[src/rtl/core/jsuv_pkg.sv]
// Shared types and constants of the JSON string unescape and validate unit.
package jsuv_pkg;

    localparam int OFFSET_BITS = 32;
    localparam int LIMIT_BITS  = 16;
    localparam int QUEUE_DEPTH = 4;
    localparam int QUEUE_AW    = $clog2(QUEUE_DEPTH);
    localparam logic [LIMIT_BITS-1:0] LIMIT_RESET = 16'd4096;

    typedef enum logic [3:0] {
        MODE_IDLE    = 4'd0,
        MODE_STR     = 4'd1,
        MODE_ESC     = 4'd2,
        MODE_HEX1    = 4'd3,
        MODE_WANT_BS = 4'd4,
        MODE_WANT_U  = 4'd5,
        MODE_HEX2    = 4'd6,
        MODE_UTF8    = 4'd7
    } mode_t;

    typedef enum logic [2:0] {
        DIAG_NONE           = 3'd0,
        DIAG_INVALID_JSON   = 3'd1,
        DIAG_INVALID_ESCAPE = 3'd2,
        DIAG_INVALID_UNICODE = 3'd3,
        DIAG_LIMIT_EXCEEDED = 3'd4
    } diag_t;

    // One queued job: either 1..4 decoded bytes or one status result.
    typedef struct packed {
        logic                   is_status;
        logic [2:0]             nbytes;
        logic [3:0][7:0]        bytes;
        logic                   valid_res;
        logic                   limited;
        diag_t                  code;
        logic [OFFSET_BITS-1:0] doff;
        logic [OFFSET_BITS-1:0] endp;
    } job_t;

endpackage

[src/rtl/core/jsuv_front.sv]
// Front end: parses each byte, tracks limit, and emits at most one job per item.
module jsuv_front (
    input  logic                            aclk,
    input  logic                            aresetn,
    input  logic                            in_fire,
    input  logic                            operation,
    input  logic [7:0]                      data_byte,
    input  logic [jsuv_pkg::OFFSET_BITS-1:0] byte_offset,
    input  logic [jsuv_pkg::OFFSET_BITS-1:0] string_start,
    input  logic                            cfg_fire,
    input  logic [jsuv_pkg::LIMIT_BITS-1:0] cfg_data,
    output logic                            push,
    output jsuv_pkg::job_t                  job
);
    import jsuv_pkg::*;

    mode_t mode_reg, mode_next;
    logic [2:0]  hex_left_reg, hex_left_next;
    logic [20:0] acc_reg, acc_next;
    logic [9:0]  hs_reg, hs_next;
    logic [23:0] pend_reg, pend_next;
    logic [1:0]  cont_reg, cont_next;
    logic [OFFSET_BITS-1:0] esc_off_reg, esc_off_next;
    logic [OFFSET_BITS-1:0] start_reg, start_next;
    logic [LIMIT_BITS-1:0]  cnt_reg, cnt_next;
    logic                   lim_hit_reg, lim_hit_next;
    logic [OFFSET_BITS-1:0] lim_off_reg, lim_off_next;
    logic [LIMIT_BITS-1:0]  max_reg;

    logic [2:0]      rk, kept;
    logic [3:0][7:0] rb;
    logic            stat;
    logic            st_valid;
    diag_t           st_code;
    logic [OFFSET_BITS-1:0] st_doff, st_endp, boff;
    logic [LIMIT_BITS:0]    avail;
    logic [15:0] hex_acc;
    logic [20:0] cp, u8_acc;
    logic [31:0] all;
    logic [20:0] minimum;
    logic [4:0]  hv;
    logic [1:0]  cl;

    function automatic logic [4:0] hex_value(input logic [7:0] b);
        logic [4:0] r;
        r = 5'd0;
        if (b >= 8'h30 && b <= 8'h39) r = {1'b1, 4'(b - 8'h30)};
        else if (b >= 8'h61 && b <= 8'h66) r = {1'b1, 4'(b - 8'h57)};
        else if (b >= 8'h41 && b <= 8'h46) r = {1'b1, 4'(b - 8'h37)};
        return r;
    endfunction

    always_ff @(posedge aclk) begin
        if (!aresetn) begin
            mode_reg    <= MODE_IDLE;
            hex_left_reg <= '0;
            acc_reg     <= '0;
            hs_reg      <= '0;
            pend_reg    <= '0;
            cont_reg    <= '0;
            esc_off_reg <= '0;
            start_reg   <= '0;
            cnt_reg     <= '0;
            lim_hit_reg <= 1'b0;
            lim_off_reg <= '0;
            max_reg     <= LIMIT_RESET;
        end else begin
            mode_reg    <= mode_next;
            hex_left_reg <= hex_left_next;
            acc_reg     <= acc_next;
            hs_reg      <= hs_next;
            pend_reg    <= pend_next;
            cont_reg    <= cont_next;
            esc_off_reg <= esc_off_next;
            start_reg   <= start_next;
            cnt_reg     <= cnt_next;
            lim_hit_reg <= lim_hit_next;
            lim_off_reg <= lim_off_next;
            if (cfg_fire) begin
                max_reg <= cfg_data;
            end
        end
    end

    always_comb begin
        mode_next     = mode_reg;
        hex_left_next = hex_left_reg;
        acc_next      = acc_reg;
        hs_next       = hs_reg;
        pend_next     = pend_reg;
        cont_next     = cont_reg;
        esc_off_next  = esc_off_reg;
        start_next    = start_reg;
        cnt_next      = cnt_reg;
        lim_hit_next  = lim_hit_reg;
        lim_off_next  = lim_off_reg;
        rk       = 3'd0;
        rb       = '0;
        stat     = 1'b0;
        st_valid = 1'b0;
        st_code  = DIAG_NONE;
        st_doff  = '0;
        st_endp  = '0;
        boff     = esc_off_reg;
        hex_acc  = {acc_reg[11:0], 4'd0};
        cp       = '0;
        u8_acc   = '0;
        all      = '0;
        minimum  = '0;
        hv       = hex_value(data_byte);
        cl       = cont_reg - 2'd1;

        if (in_fire) begin
            unique case (mode_reg)
                MODE_STR: begin
                    if (operation) begin
                        stat = 1'b1; st_code = DIAG_INVALID_JSON; st_doff = start_reg;
                    end else if (data_byte == 8'h22) begin
                        stat = 1'b1; st_valid = 1'b1;
                        st_code = lim_hit_reg ? DIAG_LIMIT_EXCEEDED : DIAG_NONE;
                        st_doff = lim_hit_reg ? lim_off_reg : '0;
                        st_endp = byte_offset + 1'b1;
                    end else if (data_byte == 8'h5C) begin
                        esc_off_next = byte_offset;
                        mode_next = MODE_ESC;
                    end else if (data_byte < 8'h20) begin
                        stat = 1'b1; st_code = DIAG_INVALID_JSON; st_doff = byte_offset;
                    end else if (data_byte < 8'h80) begin
                        rk = 3'd1; rb[0] = data_byte; boff = byte_offset;
                    end else if (data_byte >= 8'hC2 && data_byte <= 8'hF4) begin
                        esc_off_next = byte_offset;
                        pend_next = {16'd0, data_byte};
                        if (data_byte <= 8'hDF) begin
                            acc_next = {16'd0, data_byte[4:0]}; cont_next = 2'd1;
                        end else if (data_byte <= 8'hEF) begin
                            acc_next = {17'd0, data_byte[3:0]}; cont_next = 2'd2;
                        end else begin
                            acc_next = {18'd0, data_byte[2:0]}; cont_next = 2'd3;
                        end
                        mode_next = MODE_UTF8;
                    end else begin
                        stat = 1'b1; st_code = DIAG_INVALID_UNICODE; st_doff = byte_offset;
                    end
                end
                MODE_ESC: begin
                    mode_next = MODE_STR;
                    if (operation) begin
                        stat = 1'b1; st_code = DIAG_INVALID_ESCAPE; st_doff = esc_off_reg;
                    end else begin
                        case (data_byte)
                            8'h22, 8'h5C, 8'h2F: begin rk = 3'd1; rb[0] = data_byte; end
                            8'h62: begin rk = 3'd1; rb[0] = 8'h08; end
                            8'h66: begin rk = 3'd1; rb[0] = 8'h0C; end
                            8'h6E: begin rk = 3'd1; rb[0] = 8'h0A; end
                            8'h72: begin rk = 3'd1; rb[0] = 8'h0D; end
                            8'h74: begin rk = 3'd1; rb[0] = 8'h09; end
                            8'h75: begin
                                acc_next = '0; hex_left_next = 3'd4; mode_next = MODE_HEX1;
                            end
                            default: begin
                                stat = 1'b1; st_code = DIAG_INVALID_ESCAPE;
                                st_doff = esc_off_reg;
                            end
                        endcase
                    end
                end
                MODE_HEX1, MODE_HEX2: begin
                    if (operation || !hv[4]) begin
                        stat = 1'b1; st_code = DIAG_INVALID_UNICODE; st_doff = esc_off_reg;
                    end else begin
                        hex_acc = {acc_reg[11:0], hv[3:0]};
                        acc_next = {5'd0, hex_acc};
                        hex_left_next = hex_left_reg - 3'd1;
                        if (hex_left_next == 3'd0) begin
                            if (mode_reg == MODE_HEX1) begin
                                if (hex_acc >= 16'hDC00) begin
                                    if (hex_acc <= 16'hDFFF) begin
                                        stat = 1'b1; st_code = DIAG_INVALID_UNICODE;
                                        st_doff = esc_off_reg;
                                    end else begin
                                        cp = {5'd0, hex_acc}; mode_next = MODE_STR;
                                    end
                                end else if (hex_acc >= 16'hD800) begin
                                    hs_next = hex_acc[9:0]; mode_next = MODE_WANT_BS;
                                end else begin
                                    cp = {5'd0, hex_acc}; mode_next = MODE_STR;
                                end
                            end else begin
                                if (hex_acc < 16'hDC00 || hex_acc > 16'hDFFF) begin
                                    stat = 1'b1; st_code = DIAG_INVALID_UNICODE;
                                    st_doff = esc_off_reg;
                                end else begin
                                    cp = 21'h10000 + {1'b0, hs_reg, hex_acc[9:0]};
                                    mode_next = MODE_STR;
                                end
                            end
                            if (!stat && mode_next == MODE_STR) begin
                                if (cp <= 21'h7F) begin
                                    rk = 3'd1; rb[0] = cp[7:0];
                                end else if (cp <= 21'h7FF) begin
                                    rk = 3'd2;
                                    rb[0] = {3'b110, cp[10:6]};
                                    rb[1] = {2'b10, cp[5:0]};
                                end else if (cp <= 21'hFFFF) begin
                                    rk = 3'd3;
                                    rb[0] = {4'b1110, cp[15:12]};
                                    rb[1] = {2'b10, cp[11:6]};
                                    rb[2] = {2'b10, cp[5:0]};
                                end else begin
                                    rk = 3'd4;
                                    rb[0] = {5'b11110, cp[20:18]};
                                    rb[1] = {2'b10, cp[17:12]};
                                    rb[2] = {2'b10, cp[11:6]};
                                    rb[3] = {2'b10, cp[5:0]};
                                end
                            end
                        end
                    end
                end
                MODE_WANT_BS: begin
                    if (operation || data_byte != 8'h5C) begin
                        stat = 1'b1; st_code = DIAG_INVALID_UNICODE; st_doff = esc_off_reg;
                    end else begin
                        mode_next = MODE_WANT_U;
                    end
                end
                MODE_WANT_U: begin
                    if (operation || data_byte != 8'h75) begin
                        stat = 1'b1; st_code = DIAG_INVALID_UNICODE; st_doff = esc_off_reg;
                    end else begin
                        acc_next = '0; hex_left_next = 3'd4; mode_next = MODE_HEX2;
                    end
                end
                MODE_UTF8: begin
                    if (operation || data_byte[7:6] != 2'b10) begin
                        stat = 1'b1; st_code = DIAG_INVALID_UNICODE; st_doff = esc_off_reg;
                    end else begin
                        u8_acc = {acc_reg[14:0], data_byte[5:0]};
                        acc_next = u8_acc;
                        cont_next = cl;
                        if (cl != 2'd0) begin
                            pend_next = {pend_reg[15:0], data_byte};
                        end else begin
                            all = {pend_reg, data_byte};
                            if (pend_reg[23:16] != 8'd0) minimum = 21'h10000;
                            else if (pend_reg[15:8] != 8'd0) minimum = 21'h800;
                            else minimum = 21'h80;
                            if (u8_acc < minimum || u8_acc > 21'h10FFFF ||
                                (u8_acc >= 21'hD800 && u8_acc <= 21'hDFFF)) begin
                                stat = 1'b1; st_code = DIAG_INVALID_UNICODE;
                                st_doff = esc_off_reg;
                            end else begin
                                // lead byte goes to lane 0, played out first
                                if (pend_reg[23:16] != 8'd0) begin
                                    rk = 3'd4;
                                    rb = {all[7:0], all[15:8], all[23:16], all[31:24]};
                                end else if (pend_reg[15:8] != 8'd0) begin
                                    rk = 3'd3;
                                    rb = {8'd0, all[7:0], all[15:8], all[23:16]};
                                end else begin
                                    rk = 3'd2;
                                    rb = {16'd0, all[7:0], all[15:8]};
                                end
                                pend_next = '0;
                                mode_next = MODE_STR;
                            end
                        end
                    end
                end
                default: begin
                    start_next = string_start;
                    cnt_next = '0; lim_hit_next = 1'b0; lim_off_next = '0;
                    hex_left_next = '0; cont_next = '0; acc_next = '0;
                    hs_next = '0; pend_next = '0;
                    if (!operation && data_byte == 8'h22) begin
                        mode_next = MODE_STR;
                    end else begin
                        stat = 1'b1; st_code = DIAG_INVALID_JSON; st_doff = byte_offset;
                    end
                end
            endcase
            if (stat) begin
                mode_next = MODE_IDLE;
            end
        end

        // bytes past the limit are dropped; the first drop records its offset
        avail = (cnt_reg >= max_reg) ? '0 : ({1'b0, max_reg} - {1'b0, cnt_reg});
        kept  = ({14'd0, rk} < avail) ? rk : avail[2:0];
        if (rk != 3'd0) begin
            cnt_next = cnt_reg + {13'd0, kept};
            if (kept != rk && !lim_hit_reg) begin
                lim_hit_next = 1'b1;
                lim_off_next = boff;
            end
        end
    end

    assign push = stat || (kept != 3'd0);

    always_comb begin
        job.is_status = stat;
        job.nbytes    = kept;
        job.bytes     = rb;
        job.valid_res = st_valid;
        job.limited   = lim_hit_next;
        job.code      = st_code;
        job.doff      = st_doff;
        job.endp      = st_endp;
    end

endmodule

[src/rtl/core/jsuv_queue.sv]
// Short job queue between the parsing front end and the output back end.
module jsuv_queue (
    input  logic           aclk,
    input  logic           aresetn,
    input  logic           push,
    input  jsuv_pkg::job_t push_job,
    input  logic           pop,
    output logic           not_empty,
    output logic           not_full,
    output jsuv_pkg::job_t head
);
    import jsuv_pkg::*;

    job_t entries_reg [QUEUE_DEPTH];
    logic [QUEUE_AW-1:0] wr_reg, rd_reg;
    logic [QUEUE_AW:0]   count_reg;

    assign not_empty = (count_reg != '0);
    assign not_full  = (count_reg != (QUEUE_AW+1)'(QUEUE_DEPTH));
    assign head      = entries_reg[rd_reg];

    always_ff @(posedge aclk) begin
        if (push) begin
            entries_reg[wr_reg] <= push_job;
        end
    end

    always_ff @(posedge aclk) begin
        if (!aresetn) begin
            wr_reg    <= '0;
            rd_reg    <= '0;
            count_reg <= '0;
        end else begin
            if (push) wr_reg <= wr_reg + 1'b1;
            if (pop)  rd_reg <= rd_reg + 1'b1;
            count_reg <= count_reg + {{QUEUE_AW{1'b0}}, push} - {{QUEUE_AW{1'b0}}, pop};
        end
    end

endmodule

[src/rtl/core/jsuv_back.sv]
// Back end: plays each job out as result transfers, one a cycle while m_ready is high.
module jsuv_back (
    input  logic                             aclk,
    input  logic                             aresetn,
    input  logic                             q_not_empty,
    input  jsuv_pkg::job_t                   q_head,
    output logic                             q_pop,
    output logic                             m_valid,
    input  logic                             m_ready,
    output logic                             m_out_kind,
    output logic [7:0]                       m_out_byte,
    output logic                             m_valid_res,
    output logic                             m_limited,
    output logic [2:0]                       m_diag_code,
    output logic [jsuv_pkg::OFFSET_BITS-1:0] m_diag_offset,
    output logic [jsuv_pkg::OFFSET_BITS-1:0] m_end_position,
    output logic                             m_last
);
    import jsuv_pkg::*;

    job_t       job_reg;
    logic       busy_reg;
    logic [1:0] idx_reg;
    logic       is_last;

    assign is_last = job_reg.is_status || ({1'b0, idx_reg} == job_reg.nbytes - 3'd1);
    assign q_pop   = q_not_empty && (!busy_reg || (m_ready && is_last));

    always_ff @(posedge aclk) begin
        if (q_pop) begin
            job_reg <= q_head;
        end
    end

    always_ff @(posedge aclk) begin
        if (!aresetn) begin
            busy_reg <= 1'b0;
            idx_reg  <= '0;
        end else if (q_pop) begin
            busy_reg <= 1'b1;
            idx_reg  <= '0;
        end else if (busy_reg && m_ready) begin
            if (is_last) busy_reg <= 1'b0;
            idx_reg <= idx_reg + 2'd1;
        end
    end

    assign m_valid        = busy_reg;
    assign m_out_kind     = job_reg.is_status;
    assign m_out_byte     = job_reg.is_status ? 8'd0 : job_reg.bytes[idx_reg];
    assign m_valid_res    = job_reg.is_status && job_reg.valid_res;
    assign m_limited      = job_reg.is_status && job_reg.limited;
    assign m_diag_code    = job_reg.is_status ? job_reg.code : DIAG_NONE;
    assign m_diag_offset  = job_reg.is_status ? job_reg.doff : '0;
    assign m_end_position = job_reg.is_status ? job_reg.endp : '0;
    assign m_last         = is_last;

endmodule

[src/rtl/core/json_string_unescape_validate_unit.sv]
// Each item's job passes through a queue entry and the back end's job register before its first result.
// Throughput: one input byte per cycle while the queue is not full; an item giving k results makes k output transfers.
// A four-entry job queue between parser and output lets either side stall alone.
// Reset (aresetn low, synchronous) returns to awaiting an opening quote with the
// limit register at 4096 and the queue empty.
module json_string_unescape_validate_unit (
    input  logic                             aclk,
    input  logic                             aresetn,
    input  logic                             s_valid,
    output logic                             s_ready,
    input  logic                             s_operation,
    input  logic [7:0]                       s_data_byte,
    input  logic [jsuv_pkg::OFFSET_BITS-1:0] s_byte_offset,
    input  logic [jsuv_pkg::OFFSET_BITS-1:0] s_string_start,
    input  logic                             cfg_valid,
    output logic                             cfg_ready,
    input  logic [jsuv_pkg::LIMIT_BITS-1:0]  cfg_data,
    output logic                             m_valid,
    input  logic                             m_ready,
    output logic                             m_out_kind,
    output logic [7:0]                       m_out_byte,
    output logic                             m_valid_res,
    output logic                             m_limited,
    output logic [2:0]                       m_diag_code,
    output logic [jsuv_pkg::OFFSET_BITS-1:0] m_diag_offset,
    output logic [jsuv_pkg::OFFSET_BITS-1:0] m_end_position,
    output logic                             m_last
);
    import jsuv_pkg::*;

    logic push, pop, not_empty, not_full;
    job_t push_job, head;

    assign s_ready   = not_full;
    assign cfg_ready = 1'b1;

    jsuv_front u_front (
        .aclk, .aresetn,
        .in_fire(s_valid && s_ready),
        .operation(s_operation),
        .data_byte(s_data_byte),
        .byte_offset(s_byte_offset),
        .string_start(s_string_start),
        .cfg_fire(cfg_valid && cfg_ready),
        .cfg_data,
        .push,
        .job(push_job)
    );

    jsuv_queue u_queue (
        .aclk, .aresetn,
        .push, .push_job,
        .pop, .not_empty, .not_full, .head
    );

    jsuv_back u_back (
        .aclk, .aresetn,
        .q_not_empty(not_empty), .q_head(head), .q_pop(pop),
        .m_valid, .m_ready, .m_out_kind, .m_out_byte, .m_valid_res, .m_limited,
        .m_diag_code, .m_diag_offset, .m_end_position, .m_last
    );

endmodule

[config.mk]
export PLATFORM = sky130hd
export DESIGN_NAME = json_string_unescape_validate_unit
export DESIGN_NICKNAME = d
export VERILOG_FILES = /design/src/rtl/core/jsuv_pkg.sv /design/src/rtl/core/jsuv_front.sv /design/src/rtl/core/jsuv_queue.sv /design/src/rtl/core/jsuv_back.sv /design/src/rtl/core/json_string_unescape_validate_unit.sv
export SDC_FILE = /design/constraint.sdc
export NUM_CORES = 1
export LEC_CHECK = 0
export BUFFER_PORTS_ARGS = -buffer_cell sky130_fd_sc_hd__buf_4
export CAP_MARGIN = 10
export CELL_PAD_IN_SITES_DETAIL_PLACEMENT = 0
export CELL_PAD_IN_SITES_GLOBAL_PLACEMENT = 1
export CORE_ASPECT_RATIO = 1.5
export CORE_MARGIN = 4
export CORE_UTILIZATION = 45
export CTS_CLUSTER_SIZE = 10
export DETAILED_ROUTE_END_ITERATION = 6
export PLACE_DENSITY = 0.74
export SLEW_MARGIN = 20
export SYNTH_ARGS = -nofsm -noshare
export SYNTH_HDL_FRONTEND = slang
export SYNTH_SLANG_ARGS = --single-unit
[constraint.sdc]
create_clock -name aclk -period 9.97 [get_ports aclk]
set_input_delay 0 -clock aclk [delete_from_list [all_inputs] [get_ports aclk]]
set_output_delay 0 -clock aclk [all_outputs]
set_load 0.005 [all_outputs]
==> results of run 1 <==
[repair_timing]
action / in CTS / in global routing
hold endpoints to repair: 346 / 0
endpoints found under the setup margin: 0 / 0
hold buffers: 107 / 0
[worst max path at each step]
stage	startpoint	endpoint	slack (ps)	cells after the start
4_1_cts	u_front.pend_reg[20]	u_front.cnt_reg[13]	1890	32
5_1_grt	u_front.pend_reg[20]	u_front.cnt_reg[14]	1190	34
2_1_floorplan	u_front.pend_reg[20]	u_queue.entries_reg[0][0]	-40	22
3_3_place_gp	u_front.pend_reg[20]	u_front.cnt_reg[13]	2160	32
3_5_place_dp	u_front.pend_reg[20]	u_front.cnt_reg[13]	1920	32
6_report	u_front.pend_reg[20]	u_front.cnt_reg[13]	1840	32
[report_power, final]
| group | total, mW | switching (mW) | internal, mW |
|---|---|---|---|
| combinational | 1.88 | 1.03 | 0.846 |
| sequential | 4.02 | 0.190 | 3.83 |
| clock | 2.80 | 1.16 | 1.64 |
| total | 8.70 | 2.38 | 6.31 |
[per-stage QoR]
stage,hold slack [ps],power (mW),area [um2],cells,util (%)
2_1_floorplan,129,5.20,33000,2664,-
3_3_place_gp,225,5.91,35100,3607,48.3
3_5_place_dp,230,5.96,35100,3607,48.3
4_1_cts,146,8.80,38700,3868,53.2
5_1_grt,182,9.09,38700,3868,53.2
6_report,176,8.70,38700,3870,53.2
[critical path, delay by kind of cell, from the launching register on]
kind,cells,cell delay [ps]
AOI/OAI and AO/OA,12,2730
adders and majority gates,3,810
buffers and inverters,2,250
DFF,1,320
and+or+nand+nor,15,3910
[cells by family after synthesis]
group                    count (synthesis)  share of synthesized area (%)
AND/OR/NAND/NOR                        859                           12.6
adder cells (fa/ha/maj)                 42                           1.66
flip-flops                             722                           59.8
multiplexers                           240                           11.7
AO/OA/AOI/OAI                          488                           9.85
buffers and inverters                  258                           3.08
XOR/XNOR                                50                           1.35
other                                    2                         0.0228
[final cells by class]
cell class	instances	area, um2	area share, %
Antenna cell	2	5.00	0.0129
Clock buffer	147	2410	6.23
Clock inverter	7	75.1	0.194
Inverter	57	216	0.559
Multi-Input combinational cell	1684	12300	31.8
Sequential cell	722	19700	51.0
Tap cell	922	1150	2.98
Timing Repair Buffer	329	2790	7.21
[layout by cell type (no fill, tap or decap), types with 22 or more instances in the layout]
cell,count
mux2i_1,96
mux4_2,113
nand3_1,97
buf_4,217
dfxtp_1,195
mux2_2,31
clkbuf_16,87
nor3_1,29
edfxtp_1,525
clkbuf_1,59
dlygate4sd3_1,107
inv_1,54
and3_1,27
a22oi_1,50
ha_1,39
xor2_1,30
o21ai_0,84
a21oi_1,148
nand2_1,240
a222oi_1,33
and2_1,77
nor2b_1,22
nor2_1,247
[routing by layer]
layer | track usage [%] | share of wire [%]
met1 | 30.2 | 39
met2 | 43.0 | 51
met3 | 3.32 | 5.4
met4 | 11.5 | 4.7
met5 | 0 | 0
[cell usage after synthesis, types with 39 or more instances]
cell / number
inv_1: 54
o21ai_0: 84
ha_1: 39
and2_1: 77
mux2i_1: 96
nor2_1: 249
nand2_1: 241
a22oi_1: 50
nand3_1: 97
a21oi_1: 149
mux4_2: 113
edfxtp_1: 525
clkbuf_1: 162
dfxtp_1: 197
==> metrics.md, run 1 <==
| Metric | Value |
|---|---|
| Pins over their slew limit | 0 |
| Largest register FFs | 420 |
| Final wirelength | 97,400 um |
| Drt drc | 4 |
| Vias per inst | 6.00 |
| First-pass GRT wire length | 147,000 um |
| Port buffer count | 174 |
| Hold endpoint | u_queue.entries_reg[1][100] |
| Worst Path Arrival | 8650 ps |
| Vias in the first global route | 23,600 |
| Failing checks | DRC |
| NumNets Final | 3,014 |
| RSZ-0062 raised after global routing | false |
| Max Root-Sink Buffers | 3 |
| Setup crit end kind | flop |
| Hold Path Stages | 4 |
| Startpoint Class | flop |
| Syn-to-layout area delta | 17.4% |
| Yosys top cell area share | 47.8% |
| Power Dens Cells | 225 nW/um2 |
| CTS Buf Count | 84 |
| Site Rows | 121 |
| Synth area leader | edfxtp_1 |
| Reg clk slew, reported paths | 70 ps |
| Syn_area_per_cell | 12.4 um2 |
| Syn Std Cell Area | 33,000 um2 |
| Clk root buf | clkbuf_16 |
| Die area | 77,700 um2 |
| CTS H-tree depth | 3 |
| CP max FO | 14 |
| Worst-Margin Slew | 1150 ps |
| WL per Instance | 25.2 um |
| Gr ovfl total | 0 |
| Resize count post-CTS | 0 |
| Crit path kind | flop to flop |
| Max-slew headroom | 22.8% |
| Dpl hpwl | 62,200 um |
| R2r startpoint | u_front.pend_reg[20] |
| Gpl congestion | 0.904 |
| Status | finished, violations left |
| Leakage | 13.3 nW |
| HP Class | primary input to flop |
| Clock skew | 28.2 ps |
| Fin. Hold Viols | 0 |
| Crit share post-route | 81.5% |
| Fmax | 123 MHz |
| Area contributors post-synth | edfxtp_1, dfxtp_1, mux4_2 |
| DIE WIDTH | 229 um |
| Worst VDD drop | 0.000110 V |
| Post-Syn Instances | 2,661 |
| Setup violations, final | 0 |
| Ports | 176 |
| Minimum clock period | 8130 ps |
| R2r worst-path depth | 32 |
| Pre-CTS setup slack | 1920 ps |
| Max-capacitance violation count | 0 |
| Share of post-route cells with drive strength above 1 | 16.9% |
| Vias | 23,200 |
| Seq/Total Area, Yosys | 59.8% |
| Core Area | 72,700 um2 |
| Setup total negative slack | 0 ps |
| Post-synth cell types | 94 |
| Final ANT Viol Nets | 0 |
| CP peak stage delay | 640 ps |
| Setup repair bufs after CTS | 0 |
| Flop2flop setup slack | 1840 ps |
| Ys Warns | 0 |
| Largest net degree at the start of global routing | 106 |
| Sink Count | 722 |
| Slowest CP cell | a211oi_2 |
| Clk_lat worst skew | 630 ps |
| Final-layout fill cell count | 6,182 |
| Initial Utilization | 45.4% |
| Pre-antenna DRT Iters | 7 |
| Initial antenna violation count | 1 |
| Most used cell, CP | and3_1 |
| CP required | 10,500 ps |
| First DRT Iteration DRCs | 2,157 |
| CTS tree | yes |
| Dominant synthesized flop cell | edfxtp_1 |
| Seq cells post-synth | 722 |
| Hold path start | s_valid |
| Post-synth EDFFs | 525 |
| GR Util All Layers | 24.6% |
| Die Ht | 340 um |
| Post-synthesis async set-or-reset flop share | 0% |
| PnR worst setup slack | 1840 ps |
| Worst r2r dst | u_front.cnt_reg[13] |
No activity file was read; power rests on OpenSTA's default activity.
==> run 2: changes to the inputs <==
Settings changed: ABC_AREA set to 1, CORE_UTILIZATION 45 to 43, PLACE_DENSITY 0.74 to 0.75.
Clock period 9.97 ns to 7.4 ns, I/O delays scaled along.
==> run 2 against run 1 <==
Against the previous run:
- the flow now finishes without violations
- first-iteration DRC count fell by 2.5%
- final cell count rose by 26%
- combinational power rose by 120%
- register-to-register slack got worse by 760 ps
- critical endpoint is now u_front.cnt_reg[14]
==> metrics.md, run 2 <==
| Metric | Value |
|---|---|
| Clk root buf | clkbuf_16 |
| CTS H-tree depth | 3 |
| NumNets Final | 3,948 |
| Post-Syn Instances | 3,587 |
| Hold path start | cfg_valid |
| Worst-Margin Slew | 1190 ps |
| Largest net degree at the start of global routing | 139 |
| Vias per inst | 5.55 |
| Clock skew | 52.4 ps |
| Pins over their slew limit | 0 |
| Die area | 82,500 um2 |
| Max-capacitance violation count | 0 |
| Area contributors post-synth | edfxtp_1, dfxtp_1, nor2_1 |
| Post-synth EDFFs | 525 |
| Dpl hpwl | 67,800 um |
| CP required | 7870 ps |
| Share of post-route cells with drive strength above 1 | 9.89% |
| WL per Instance | 21.2 um |
| Synth area leader | edfxtp_1 |
| Post-synth cell types | 57 |
| RSZ-0062 raised after global routing | false |
| R2r startpoint | u_front.pend_reg[18] |
| Reg clk slew, reported paths | 60 ps |
| Commonest cells post-synth | nor2_1, edfxtp_1, nand2_1 |
| CP peak stage delay | 370 ps |
| Gr ovfl total | 0 |
| Die Ht | 350 um |
| Fmax | 158 MHz |
| Port buffer count | 174 |
| CTS tree | yes |
| Leakage | 14.7 nW |
| CP max FO | 9 |
| Seq/Total Area, Yosys | 58.8% |
| Yosys top cell area share | 47.1% |
| Ports | 176 |
| HP Class | primary input to flop |
| Max Root-Sink Buffers | 3 |
| Final-layout fill cell count | 7,171 |
| Post-synthesis async set-or-reset flop share | 0% |
| Core Area | 77,400 um2 |
| Crit path kind | flop to flop |
| Crit share post-route | 85.3% |
| Minimum clock period | 6310 ps |
| CTS Buf Count | 83 |
| First DRT Iteration DRCs | 2,102 |
| Drt drc | 0 |
| First-pass GRT wire length | 155,000 um |
| Syn-to-layout area delta | 17.8% |
| Worst Path Arrival | 6780 ps |
| Final wirelength | 103,000 um |
| Status | completed |
| Slowest CP cell | fa_1 |
| Area taken by flip-flops and latches | 19,700 um2 |
| Fin. Hold Viols | 0 |
| Vias in the first global route | 25,700 |
| Pre-antenna DRT Iters | 6 |
| Largest register FFs | 420 |
| Vias | 27,100 |
| Most frequent cell after synthesis | nor2_1 |
| Worst VDD drop | 0.000227 V |
| Site Rows | 125 |
| Clk_lat worst skew | 660 ps |
| Most common cell after layout, fill and taps aside | nor2_1 |
| Power Dens Cells | 355 nW/um2 |
| GR Util All Layers | 24.1% |
| Seq cells post-synth | 722 |
| Most used cell, CP | nand2_1 |
| Startpoint Class | flop |
| Footprint of the multi-input gates | 11,800 um2 |
| Leading cell types in the layout, fill and taps excluded | nor2_1, edfxtp_1, nand2_1, o21ai_0, inv_1 |
| Syn_area_per_cell | 9.34 um2 |
| Final ANT Viol Nets | 0 |
| Setup crit end kind | flop |
| Syn Std Cell Area | 33,500 um2 |
| Setup violations, final | 0 |
| Initial antenna violation count | 3 |
| Sink Count | 722 |
| Hold_ws | 11.7 ps |
| Beginning of the critical path | u_front.pend_reg[18] |
| DIE WIDTH | 236 um |
| Setup repair bufs after CTS | 0 |
| Ys Warns | 0 |
| Max-slew headroom | 19.9% |
| Total power | 14.0 mW |
| Gpl congestion | 1.05 |
| Initial Utilization | 43.3% |
| Dominant synthesized flop cell | edfxtp_1 |
## run 2: cell count changes in the layout (fill, tap and decap cells not counted), moves of 42 or more
cell / previous run / this run
nor2_1: 247 / 588
nand2_1: 240 / 454
mux2i_1: 96 / 10
a21oi_1: 148 / 237
mux4_2: 113 / 0
a22oi_1: 50 / 8
o21ai_0: 84 / 411
inv_1: 54 / 309
o22ai_1: 10 / 118
and2_1: 77 / 0
## run 2: per-layer routing
metal,wire length (um),GRT usage (%)
met2,53300,43.6
met3,5230,2.99
met5,12,0
met1,40300,28.9
met4,4450,10.3
## run 2: final cells by class
type | instances | area share [%]
Antenna cell | 3 | 0.0190
Clock buffer | 126 | 5.81
Clock inverter | 8 | 0.416
Inverter | 332 | 3.20
Multi-Input combinational cell | 2330 | 29.8
Sequential cell | 722 | 50.0
Tap cell | 1016 | 3.22
Timing Repair Buffer | 343 | 7.50
## run 2: critical path, delay by kind of cell (launching register included)
| kind | cells | cell delay (ps) |
|---|---|---|
| xor+xnor | 1 | 150 |
| compound gates | 5 | 570 |
| simple gates | 23 | 3050 |
| buf+inv | 8 | 920 |
| flops | 1 | 320 |
| fa+ha+maj | 4 | 1120 |
## run 2: path summary, 6_finish.rpt
path	cells past startpoint	slack, ps	endpoint
min	3	10	u_front.max_reg[0]
min reg2reg	2	460	u_front.hs_reg[0]
max	41	1090	u_front.cnt_reg[14]
max reg2reg	41	1090	u_front.cnt_reg[14]
## run 2: power breakdown
group | internal [mW] | total, mW | switching (mW)
combinational | 1.28 | 4.07 | 2.79
clock | 2.20 | 3.80 | 1.60
sequential | 5.72 | 6.14 | 0.424
## run 2: kinds of logic (layout without fill, tap and decap cells)
logic type / count (synthesis) / after routing / synth area share [%]
adders and majority gates: 42 / 42 / 1.64
buffers and inverters: 538 / 809 / 6.27
and+or+nand+nor: 1286 / 1286 / 15.9
muxes: 10 / 10 / 0.299
xor gates and xnor gates: 23 / 23 / 0.601
other: 2 / 8 / 0.0224
AOI/OAI and AO/OA: 964 / 964 / 16.5
DFF: 722 / 722 / 58.8
## run 2: metrics by stage
step / utilization [%] / area (um2) / instances / setup WS [ps] / TNS [ps]
floorplan: - / 33500 / 3590 / -1570 / -659850
global placement: 46.1 / 35700 / 4615 / 1300 / 0
detailed placement: 46.1 / 35700 / 4615 / 1150 / 0
CTS: 50.9 / 39400 / 4877 / 1140 / 0
global route: 50.9 / 39400 / 4878 / 329 / 0
finish: 50.9 / 39400 / 4880 / 1090 / 0
## run 2: repair_timing
action / 4_1_cts / 5_1_grt
hold buffers: 128 / 0
gates resized for setup: 0 / 0
hold endpoints to repair: 360 / 0
endpoints found under the setup margin: 0 / 0
